`config.mk`:
```
export PLATFORM = sky130hd
export DESIGN_NAME = disk_block_allocator
export DESIGN_NICKNAME = d
export VERILOG_FILES = /design/src/rtl/dba_pkg.sv /design/src/rtl/disk_block_allocator.sv /design/src/rtl/dba_ram.sv
export SDC_FILE = /design/constraint.sdc
export NUM_CORES = 1
export LEC_CHECK = 0
export ABC_AREA = 1
export BUFFER_PORTS_ARGS = -buffer_cell sky130_fd_sc_hd__buf_2
export CAP_MARGIN = 5
export CORE_ASPECT_RATIO = 0.8
export CORE_UTILIZATION = 33
export CTS_BUF_LIST = sky130_fd_sc_hd__clkbuf_4 sky130_fd_sc_hd__clkbuf_8
export DETAILED_ROUTE_END_ITERATION = 7
export PLACE_DENSITY = 0.52
export SYNTH_ARGS = -nofsm -noshare
export SYNTH_HDL_FRONTEND = slang
export SYNTH_SLANG_ARGS = --single-unit
```
`constraint.sdc`:
```
create_clock -name clk_i -period 2.35 [get_ports clk_i]
set_clock_uncertainty 0.1 [all_clocks]
set_input_delay 0.47 -clock clk_i [delete_from_list [all_inputs] [get_ports clk_i]]
set_output_delay 0.47 -clock clk_i [all_outputs]
set_load 0.02 [all_outputs]
```
`src/rtl/dba_pkg.sv`:
```
package dba_pkg;

  localparam int unsigned BLOCKS_DEFAULT = 64;

  localparam logic KIND_CONTIG = 1'b0;
  localparam logic KIND_CHAIN  = 1'b1;

  localparam logic [1:0] STATUS_OK       = 2'd0;
  localparam logic [1:0] STATUS_OVERLAP  = 2'd1;
  localparam logic [1:0] STATUS_PAST_END = 2'd2;
  localparam logic [1:0] STATUS_SHORT    = 2'd3;

  typedef struct packed {
    logic       kind;
    logic [5:0] start_block;
    logic [6:0] length;
  } req_t;

  typedef struct packed {
    logic [1:0] status;
    logic [5:0] block;
    logic       last;
  } result_t;

  typedef enum logic [5:0] {
    S_CLEAR  = 6'b000001,
    S_IDLE   = 6'b000010,
    S_CSCAN  = 6'b000100,
    S_CMARK  = 6'b001000,
    S_CHSCAN = 6'b010000,
    S_FLUSH  = 6'b100000
  } state_e;

endpackage

```
`src/rtl/disk_block_allocator.sv`:
```
// Disk block allocator. Takes one request when start_i is high and busy_o is low. A contiguous
// request checks its range one block per cycle and, if no block in it is used, then marks it
// one block per cycle; a range past the end or a zero length finishes without a scan. A chained
// request scans the used map upward from block 0, one block per cycle, and stops when length
// blocks are taken or the map ends. The used map is read one entry per cycle through a
// registered read port. After reset the block sweeps the used map clear while busy_o is high.
// Each result is shown for exactly one cycle with result_valid_o high and cannot be held off;
// a chained request gives one result per allocated block, the final one marked by last, or a
// single result if no block is allocated.
module disk_block_allocator #(
  parameter int unsigned BLOCKS = dba_pkg::BLOCKS_DEFAULT
) (
  input  logic            clk_i,
  input  logic            rst_ni,
  input  logic            start_i,
  input  dba_pkg::req_t   req_i,
  output logic            busy_o,
  output logic            result_valid_o,
  output dba_pkg::result_t result_o
);

  localparam int unsigned IW = $clog2(BLOCKS);
  localparam int unsigned SW = ((IW > 7) ? IW : 7) + 1;

  dba_pkg::state_e state_q, state_d;
  logic [IW-1:0]   addr_q, addr_d;
  logic [IW-1:0]   end_q, end_d;
  logic [IW-1:0]   first_q, first_d;
  logic            done_q, done_d;
  logic            chk_v_q, chk_v_d;
  logic [IW-1:0]   chk_addr_q, chk_addr_d;
  logic [6:0]      len_q, len_d;
  logic [6:0]      taken_q, taken_d;
  logic            pend_v_q, pend_v_d;
  logic [IW-1:0]   pend_q, pend_d;
  logic            chain_v_q, chain_v_d;
  logic [IW-1:0]   last_q, last_d;
  dba_pkg::result_t fin_q, fin_d;
  logic            out_v_q, out_v_d;
  dba_pkg::result_t out_q, out_d;

  logic          used_we;
  logic [IW-1:0] used_waddr;
  logic          used_wdata;
  logic          used_rdata;
  logic          link_we;

  logic [SW-1:0] range_end;
  logic          accept;

  assign accept    = start_i && (state_q == dba_pkg::S_IDLE);
  assign range_end = SW'(req_i.start_block) + SW'(req_i.length);

  dba_ram #(
    .WIDTH (1),
    .DEPTH (BLOCKS)
  ) u_used_ram (
    .clk_i   (clk_i),
    .we_i    (used_we),
    .waddr_i (used_waddr),
    .wdata_i (used_wdata),
    .raddr_i (addr_q),
    .rdata_o (used_rdata)
  );

  dba_ram #(
    .WIDTH (IW),
    .DEPTH (BLOCKS)
  ) u_link_ram (
    .clk_i   (clk_i),
    .we_i    (link_we),
    .waddr_i (last_q),
    .wdata_i (chk_addr_q),
    .raddr_i ('0),
    .rdata_o ()
  );

  always_comb begin
    state_d    = state_q;
    addr_d     = addr_q;
    end_d      = end_q;
    first_d    = first_q;
    done_d     = done_q;
    chk_v_d    = 1'b0;
    chk_addr_d = chk_addr_q;
    len_d      = len_q;
    taken_d    = taken_q;
    pend_v_d   = pend_v_q;
    pend_d     = pend_q;
    chain_v_d  = chain_v_q;
    last_d     = last_q;
    fin_d      = fin_q;
    out_v_d    = 1'b0;
    out_d      = out_q;
    used_we    = 1'b0;
    used_waddr = addr_q;
    used_wdata = 1'b0;
    link_we    = 1'b0;

    // pipelined read issue shared by both scans
    if ((state_q == dba_pkg::S_CSCAN || state_q == dba_pkg::S_CHSCAN) && !done_q) begin
      chk_v_d    = 1'b1;
      chk_addr_d = addr_q;
      if (addr_q == end_q) begin
        done_d = 1'b1;
      end else begin
        addr_d = addr_q + 1'b1;
      end
    end

    unique case (state_q)
      dba_pkg::S_CLEAR: begin
        used_we    = 1'b1;
        used_waddr = addr_q;
        used_wdata = 1'b0;
        if (addr_q == IW'(BLOCKS - 1)) begin
          state_d = dba_pkg::S_IDLE;
        end else begin
          addr_d = addr_q + 1'b1;
        end
      end
      dba_pkg::S_IDLE: begin
        if (accept) begin
          len_d    = req_i.length;
          taken_d  = '0;
          pend_v_d = 1'b0;
          done_d   = 1'b0;
          if (req_i.kind == dba_pkg::KIND_CONTIG) begin
            fin_d.block = req_i.start_block;
            fin_d.last  = 1'b1;
            if (range_end > SW'(BLOCKS)) begin
              fin_d.status = dba_pkg::STATUS_PAST_END;
              state_d      = dba_pkg::S_FLUSH;
            end else if (req_i.length == '0) begin
              fin_d.status = dba_pkg::STATUS_OK;
              state_d      = dba_pkg::S_FLUSH;
            end else begin
              addr_d  = IW'(req_i.start_block);
              first_d = IW'(req_i.start_block);
              end_d   = IW'(range_end - SW'(1));
              state_d = dba_pkg::S_CSCAN;
            end
          end else begin
            fin_d.block  = '0;
            fin_d.last   = 1'b1;
            fin_d.status = dba_pkg::STATUS_OK;
            if (req_i.length == '0) begin
              state_d = dba_pkg::S_FLUSH;
            end else begin
              addr_d  = '0;
              end_d   = IW'(BLOCKS - 1);
              state_d = dba_pkg::S_CHSCAN;
            end
          end
        end
      end
      dba_pkg::S_CSCAN: begin
        if (chk_v_q) begin
          if (used_rdata) begin
            fin_d.status = dba_pkg::STATUS_OVERLAP;
            state_d      = dba_pkg::S_FLUSH;
          end else if (chk_addr_q == end_q) begin
            addr_d  = first_q;
            state_d = dba_pkg::S_CMARK;
          end
        end
      end
      dba_pkg::S_CMARK: begin
        used_we    = 1'b1;
        used_waddr = addr_q;
        used_wdata = 1'b1;
        if (addr_q == end_q) begin
          fin_d.status = dba_pkg::STATUS_OK;
          state_d      = dba_pkg::S_FLUSH;
        end else begin
          addr_d = addr_q + 1'b1;
        end
      end
      dba_pkg::S_CHSCAN: begin
        if (chk_v_q) begin
          if (!used_rdata) begin
            used_we    = 1'b1;
            used_waddr = chk_addr_q;
            used_wdata = 1'b1;
            link_we    = chain_v_q;
            chain_v_d  = 1'b1;
            last_d     = chk_addr_q;
            taken_d    = taken_q + 1'b1;
            pend_v_d   = 1'b1;
            pend_d     = chk_addr_q;
            if (pend_v_q) begin
              out_v_d = 1'b1;
              out_d   = '{status: dba_pkg::STATUS_OK, block: 6'(pend_q), last: 1'b0};
            end
            if (taken_q + 1'b1 == len_q) begin
              fin_d.block  = 6'(chk_addr_q);
              fin_d.status = dba_pkg::STATUS_OK;
              state_d      = dba_pkg::S_FLUSH;
            end else if (chk_addr_q == end_q) begin
              fin_d.block  = 6'(chk_addr_q);
              fin_d.status = dba_pkg::STATUS_SHORT;
              state_d      = dba_pkg::S_FLUSH;
            end
          end else if (chk_addr_q == end_q) begin
            fin_d.block  = pend_v_q ? 6'(pend_q) : 6'd0;
            fin_d.status = dba_pkg::STATUS_SHORT;
            state_d      = dba_pkg::S_FLUSH;
          end
        end
      end
      dba_pkg::S_FLUSH: begin
        out_v_d = 1'b1;
        out_d   = fin_q;
        state_d = dba_pkg::S_IDLE;
      end
      default: begin
        state_d = dba_pkg::S_IDLE;
      end
    endcase
  end

  always_ff @(posedge clk_i or negedge rst_ni) begin
    if (!rst_ni) begin
      state_q   <= dba_pkg::S_CLEAR;
      addr_q    <= '0;
      done_q    <= 1'b0;
      chk_v_q   <= 1'b0;
      pend_v_q  <= 1'b0;
      chain_v_q <= 1'b0;
      taken_q   <= '0;
      out_v_q   <= 1'b0;
    end else begin
      state_q   <= state_d;
      addr_q    <= addr_d;
      done_q    <= done_d;
      chk_v_q   <= chk_v_d;
      pend_v_q  <= pend_v_d;
      chain_v_q <= chain_v_d;
      taken_q   <= taken_d;
      out_v_q   <= out_v_d;
    end
  end

  always_ff @(posedge clk_i) begin
    end_q      <= end_d;
    first_q    <= first_d;
    chk_addr_q <= chk_addr_d;
    len_q      <= len_d;
    pend_q     <= pend_d;
    last_q     <= last_d;
    fin_q      <= fin_d;
    out_q      <= out_d;
  end

  assign busy_o         = (state_q != dba_pkg::S_IDLE);
  assign result_valid_o = out_v_q;
  assign result_o       = out_q;

endmodule

```
`src/rtl/dba_ram.sv`:
```
module dba_ram #(
  parameter int unsigned WIDTH = 1,
  parameter int unsigned DEPTH = 64
) (
  input  logic                     clk_i,
  input  logic                     we_i,
  input  logic [$clog2(DEPTH)-1:0] waddr_i,
  input  logic [WIDTH-1:0]         wdata_i,
  input  logic [$clog2(DEPTH)-1:0] raddr_i,
  output logic [WIDTH-1:0]         rdata_o
);

  logic [WIDTH-1:0] mem_q [DEPTH];
  logic [WIDTH-1:0] rdata_q;

  always_ff @(posedge clk_i) begin
    if (we_i) begin
      mem_q[waddr_i] <= wdata_i;
    end
    rdata_q <= mem_q[raddr_i];
  end

  assign rdata_o = rdata_q;

endmodule

```
# --- Yosys cells after proc, flatten, opt, wreduce, memory -nomap -nowiden ---
# Memories as Yosys holds them, arrays and structs flattened. A register that Yosys moved wholly into a read port is not among the register bits.
# Index checks and enable logic that the tools add are counted.
totals:
  elab_cells: 147
  reg_bits: 72
  output_inout_bits: 11
  ramBits: 64
  latchBits: 0
  mem_bits_ro: 0
  memories: 1
memory_table:
  columns: ["memory", "depth", "word_bits", "rd", "rd_clocked_by_memory_dff", "write_ports", "line", "text"]
  rows:
  - ["u_used_ram.mem_q", 64, 1, 1, 1, 1, "dba_ram.sv:13", "logic [WIDTH-1:0] mem_q [DEPTH];"]
classes:
  n_mul: 0
  magnitude_cmp: 1
  bitwise: 4
  reduce_logical: 18
  shifts: 0
  n_div: 0
  add_sub_neg: 4
  eq_ne: 24
  muxes: 77
ops:
  columns: ["op", "n"]
  rows:
  - ["$mux 6", 34]
  - ["$mux 9", 5]
  - ["$mux 8", 5]
  - ["$pmux 6 s5", 1]
  - ["$pmux 6 s4", 1]
  - ["$mux 7", 3]
  - ["$pmux 9 s2", 1]
  - ["$ne 2x2->1 const B", 8]
  - ["$mux 1", 15]
  - ["$pmux 7 s2", 1]
  - ["$eq 6x6->1", 2]
  - ["$eq 6x6->1 const B", 2]
  - ["$pmux 6 s2", 1]
  - ["$reduce_and 4->1", 3]
  - ["$mux 2", 5]
  - ["$reduce_and 5->1", 2]
  - ["$reduce_and 9->1", 1]
  - ["$add 6x7->8", 1]
  - ["$gt 8x7->1 const B", 1]
  - ["$pmux 1 s2", 4]
  - ["$pmux 2 s4", 1]
  - ["$add 7x1->7 const B", 1]
  - ["$eq 7x7->1", 1]
  - ["$logic_not 7->1", 1]
  - ["22 further kinds", 28]

# --- Longest topological paths before layout ---
depth:
  depth_word: 9
  mapped_depth: 17

# --- By module ---
# Synthesis repeated with hierarchy kept, for this count alone.
hier_totals:
  hier_cells: 858
  area_unflattened_um2: 7362.1
modules_own_cells:
  columns: ["mod", "cells_each", "seq_area_each_um2", "instances", "area_per_inst_um2"]
  rows:
  - ["disk_block_allocator", 535, 2018.2, 1, 4299.1]
  - ["dba_ram", 323, 1941.9, 1, 3062.9]

# --- Worst setup path before layout ---
# No wires, ideal clock.
synth_timing:
  kind: "input port to flip-flop"
  start: "in req_i[0] (netlist name)"
  end: "reg end_q[0] (enable)"
  setup_slack_ps: -394
  path_stages: 14
  arrival_time_ps: 2294
  n_path_buf: 0
  path_cell_list: "ha_1 fa_1 inv_1 ha_1 inv_1 nor2_1 nand3_1 nor2_1 nand2_1 nand2_1 nand2_1 nand2_1 nand2_1 nor2_1"
synth_via:
  elab_chain_len: 4
  word_cells_on_any_way: 6
synth_lines:
  columns: ["element", "line", "text"]
  rows:
  - ["from (decl)", "disk_block_allocator.sv:16", "input dba_pkg::req_t req_i,"]
  - ["$add 6x7->8", "disk_block_allocator.sv:52", "assign range_end = SW'(req_i.start_block) + SW'(req_i.length);"]
  - ["$gt 8x7->1", "disk_block_allocator.sv:131", "if (range_end > SW'(BLOCKS)) begin"]
  - ["$ne 2x2->1 (no source line)", null, null]
  - ["$reduce_and 4->1 (no source line) (*)", null, null]
  - ["to (signal assigned)", "disk_block_allocator.sv:245", "end_q <= end_d;"]
  - ["to (decl)", "disk_block_allocator.sv:27", "logic [IW-1:0] end_q, end_d;"]
# Mark *: on every way between the ends. The rest lies on a longest branch, timed or not.
# A chain may end at the register's enable or synchronous reset.

# --- Worst setup path in the final report ---
layout_timing:
  start: "reg state_q[3]"
  end: "mem u_used_ram.mem_q[3] (enable)"
layout_via:
  elab_chain_len: 5
  word_cells_on_any_way: 8
layout_lines:
  columns: ["element", "line", "text"]
  rows:
  - ["from (decl)", "disk_block_allocator.sv:25", "dba_pkg::state_e state_q, state_d;"]
  - ["from (signal assigned)", "disk_block_allocator.sv:224", "state_q <= dba_pkg::S_CLEAR;"]
  - ["from (signal assigned)", "disk_block_allocator.sv:233", "state_q <= state_d;"]
  - ["$eq 6x4->1 or $eq 6x1->1 (tied branches)", "disk_block_allocator.sv:111", "unique case (state_q)"]
  - ["$reduce_or 2->1 (no source line)", null, null]
  - ["$pmux 1 s2", "disk_block_allocator.sv:111", null]
  - ["$mux 1", "dba_ram.sv:17", "if (we_i) begin"]
  - ["$mux 1 (implied by the code)", "dba_ram.sv:18", "mem_q[waddr_i] <= wdata_i;"]
  - ["to (decl)", "dba_ram.sv:13", null]
# Several ways; a longest one is shown, not always the timed one.

==> summary.md <==
| Metric | Value |
|---|---|
| Initial DRT Pass Iterations | `4` |
| Power Density | `975 mW/mm^2` |
| Commonest non-fill, non-tap cell in the layout | `nand2_1` |
| Ant. Diodes | `0` |
| RSZ-0062 raised after global routing | `yes` |
| Yosys cell types | `45` |
| Number of global-route vias before repair | `5489` |
| Most frequent cells in the layout | `nand2_1, nor2_1, edfxtp_1, buf_4, inv_1` |
| CP Class | `register to register` |
| CTS tree | `done` |
| Worst Hold Path Cells | `1` |
| Initial DRC count | `426` |
| Final Core Density | `43.3%` |
| Ys async rst share | `16.9%` |
| Crit. End Element | `register` |
| Synthesized area per cell | `8.88 um^2` |
| Final WL | `19.6 mm` |
| Crit path time final | `2.31 ns` |
| Worst Path Required | `2.41 ns` |
| Final routed DRC violation total | `0` |
| Die X | `167 um` |
| Critical Path Source Type | `register` |
| Clk_lat worst skew | `0.45 ns` |
| I/O Buffers | `27` |
| Worst slew pin tran | `0.586 ns` |
| Root buf cell | `clkbuf_8` |
| Layout Nets | `964` |
| Clk sinks | `136` |
| Final ANT Viol Nets | `0` |
| Fin. Hold Viols | `0` |
| Pwr Total | `0.00888 W` |
| Fmax | `0.433 GHz` |
| Row cnt | `47` |
| Status | `complete, no violations` |
| Filler instances | `2130` |
| Fin crit share | `98.4%` |
| Synth Net Count | `839` |
| Share of cells above drive strength 1 | `26.5%` |
| Gr usage total | `18.0%` |
| Max Slew Vio Count | `0` |
| Slew HR | `60.9%` |
| DP HPWL | `14.6 mm` |
| Min-delay src | `req_i[6]` |
| Vias | `6013` |
| Fin Hold WS | `0.159 ns` |
| Pin count of the biggest net entering global routing | `65` |
| Final Setup Violations | `0` |
| # H-tree levels | `4` |
| Clock Pin Slew Worst Setup and Hold Paths | `0.09 ns` |
| Core Region | `0.0211 mm^2` |
| Placed inst area | `0.00828 mm^2` |
| Crit. Startpoint | `state_q[3]` |
| Peak VDD IR | `0.363 mV` |
| Die Y | `134 um` |
| Clock buffer depth | `2` |
| Final cell area excluding filler cells | `0.00911 mm^2` |
| Yosys warning count | `0` |
| R2R cell count | `10` |
| Die ar. | `0.0225 mm^2` |
| Num ports | `28` |
| Post-Synthesis Cells | `812` |
| CTS Buf Count | `17` |
| Routed len/inst | `16.1 um` |
| First-pass GRT wire length | `30.8 mm` |
| R2R Path Start | `state_q[3]` |
| Post-Synthesis Cell Area | `0.00721 mm^2` |
| CP arrival | `2.37 ns` |
| Sequential fraction of the synthesis area | `54.9%` |
| Seq cells post-synth | `136` |
| Leakage power | `3.74 nW` |
| Area Growth Syn to Fin | `26.3%` |
| Initial Utilization | `34.3%` |
| Initial antenna violation count | `0` |
| Top FF cell, synth | `edfxtp_1` |
| DR vias/cell | `4.93` |
| Number of synthesized flops with an enable pin | `112` |
| Total of max-cap violations | `0` |
| Hold Crit Class | `input pin to register` |
| Worst-path fanout max | `6` |
| Placer Congestion | `0.888` |
| Grt ovf | `0` |
==> synthesized netlist by cell type (2+ instances only) <==
cell / count / share of area, %
nand2_1: 168 / 8.7
nor2_1: 150 / 7.8
edfxtp_1: 112 / 47
inv_1: 94 / 4.9
o21ai_0: 56 / 3.9
nand3_1: 45 / 3.1
dfrtp_1: 22 / 7.6
a21oi_1: 17 / 1.2
clkbuf_1: 13 / 0.68
o221ai_1: 13 / 1.6
o22ai_1: 11 / 0.95
nand4_1: 10 / 0.87
ha_1: 9 / 1.6
inv_2: 9 / 0.47
o211ai_1: 8 / 0.83
nor3_1: 7 / 0.49
nand2_2: 6 / 0.52
nand3b_1: 5 / 0.52
xor2_1: 5 / 0.61
nor2_2: 4 / 0.35
a22oi_1: 3 / 0.31
and3_1: 3 / 0.26
buf_2: 3 / 0.21
nor2_4: 3 / 0.47
nor4_1: 3 / 0.26
o21bai_1: 3 / 0.31
o22ai_2: 3 / 0.52
o31ai_1: 3 / 0.31
or2_2: 3 / 0.26
a21oi_4: 2 / 0.45
nand3_2: 2 / 0.28
nor3_2: 2 / 0.28
o21ai_2: 2 / 0.24
xnor2_1: 2 / 0.24
==> sequential cells by signal (all words and copies together), names as in the netlist <==
signal	count
fin_q	8
result_valid_o	1
result_o	9
u_used_ram.mem_q	64
len_q	7
chk_v_q	1
state_q	6
end_q	6
first_q	6
pend_q	6
chk_addr_q	6
taken_q	7
pend_v_q	1
done_q	1
u_used_ram.rdata_o	1
addr_q	6
==> per-stage QoR <==
step / instances / setup WS (ns) / setup TNS [ns]
floorplan: 812 / -0.206 / -3.33
global placement: 1173 / -0.512 / -10.60
detailed placement: 1173 / -0.559 / -11.63
CTS: 1206 / 0.00135 / 0
global route: 1219 / -0.0832 / -2.11
finish: 1219 / 0.0383 / 0
==> layer usage <==
layer | track usage [%] | wire, um | vias to the layer above | share of wire [%]
met5 | 0 | 0 | - | 0
met3 | 2.71 | 858 | 12 | 4.4
met4 | 4.69 | 183 | 0 | 0.93
met2 | 25.0 | 8130 | 141 | 41
li1 | - | - | 3000 | -
met1 | 28.6 | 10500 | 2860 | 53
==> power by group <==
group / switching, W / internal (W)
Sequential: 0.000234 / 0.00302
Combinational: 0.00228 / 0.00129
Clock: 0.000983 / 0.00107
==> timing repair <==
action	4_1_cts	5_1_grt
hold buffers	1	0
pin swaps	3	26
resized for setup	5	79
endpoints found under the hold margin	22	0
buffers inserted	0	13
endpoints found under the setup margin	28	86
==> kinds of logic after synthesis <==
kind of cell | Yosys count | share of synthesized area [%]
AO/OA/AOI/OAI | 125 | 11.1
adder cells (fa/ha/maj) | 10 | 1.84
AND/OR/NAND/NOR | 413 | 24.8
flip-flops | 136 | 54.9
buffers and inverters | 121 | 6.52
XOR/XNOR | 7 | 0.850
==> cell type report <==
type / instances / area, um^2 / area share [%]
inverters: 103 / 398 / 4.37
clock buffers: 18 / 241 / 2.65
clock inverters: 14 / 170 / 1.87
multi-input cells: 555 / 3100 / 34.0
well taps: 269 / 337 / 3.69
flip-flops and latches: 136 / 3960 / 43.5
repair buffers: 124 / 910 / 9.98
==> path summary, 6_finish.rpt <==
kind	slack, ns	end
setup reg to reg	0.04	u_used_ram.mem_q[3]
max in group asynchronous	1.29	addr_q[1]
hold reg to reg	0.42	pend_q[3]
setup / recovery	0.04	u_used_ram.mem_q[3]
min in group asynchronous	0.46	taken_q[5]
hold / removal	0.16	len_q[6]
==> worst max-delay path: stages (launching register included) <==
cell and delay [ns]:
dfrtp_1 0.42, nor2_4 0.16, nand4_4 0.17, nor2_4 0.22
nand2_2 0.11, o22ai_4 0.20, nand2_2 0.13, nor2_4 0.14
nand2_1 0.07, buf_4 0.17, nor2_1 0.11
Note: power is estimated with default switching activity, not from simulation.
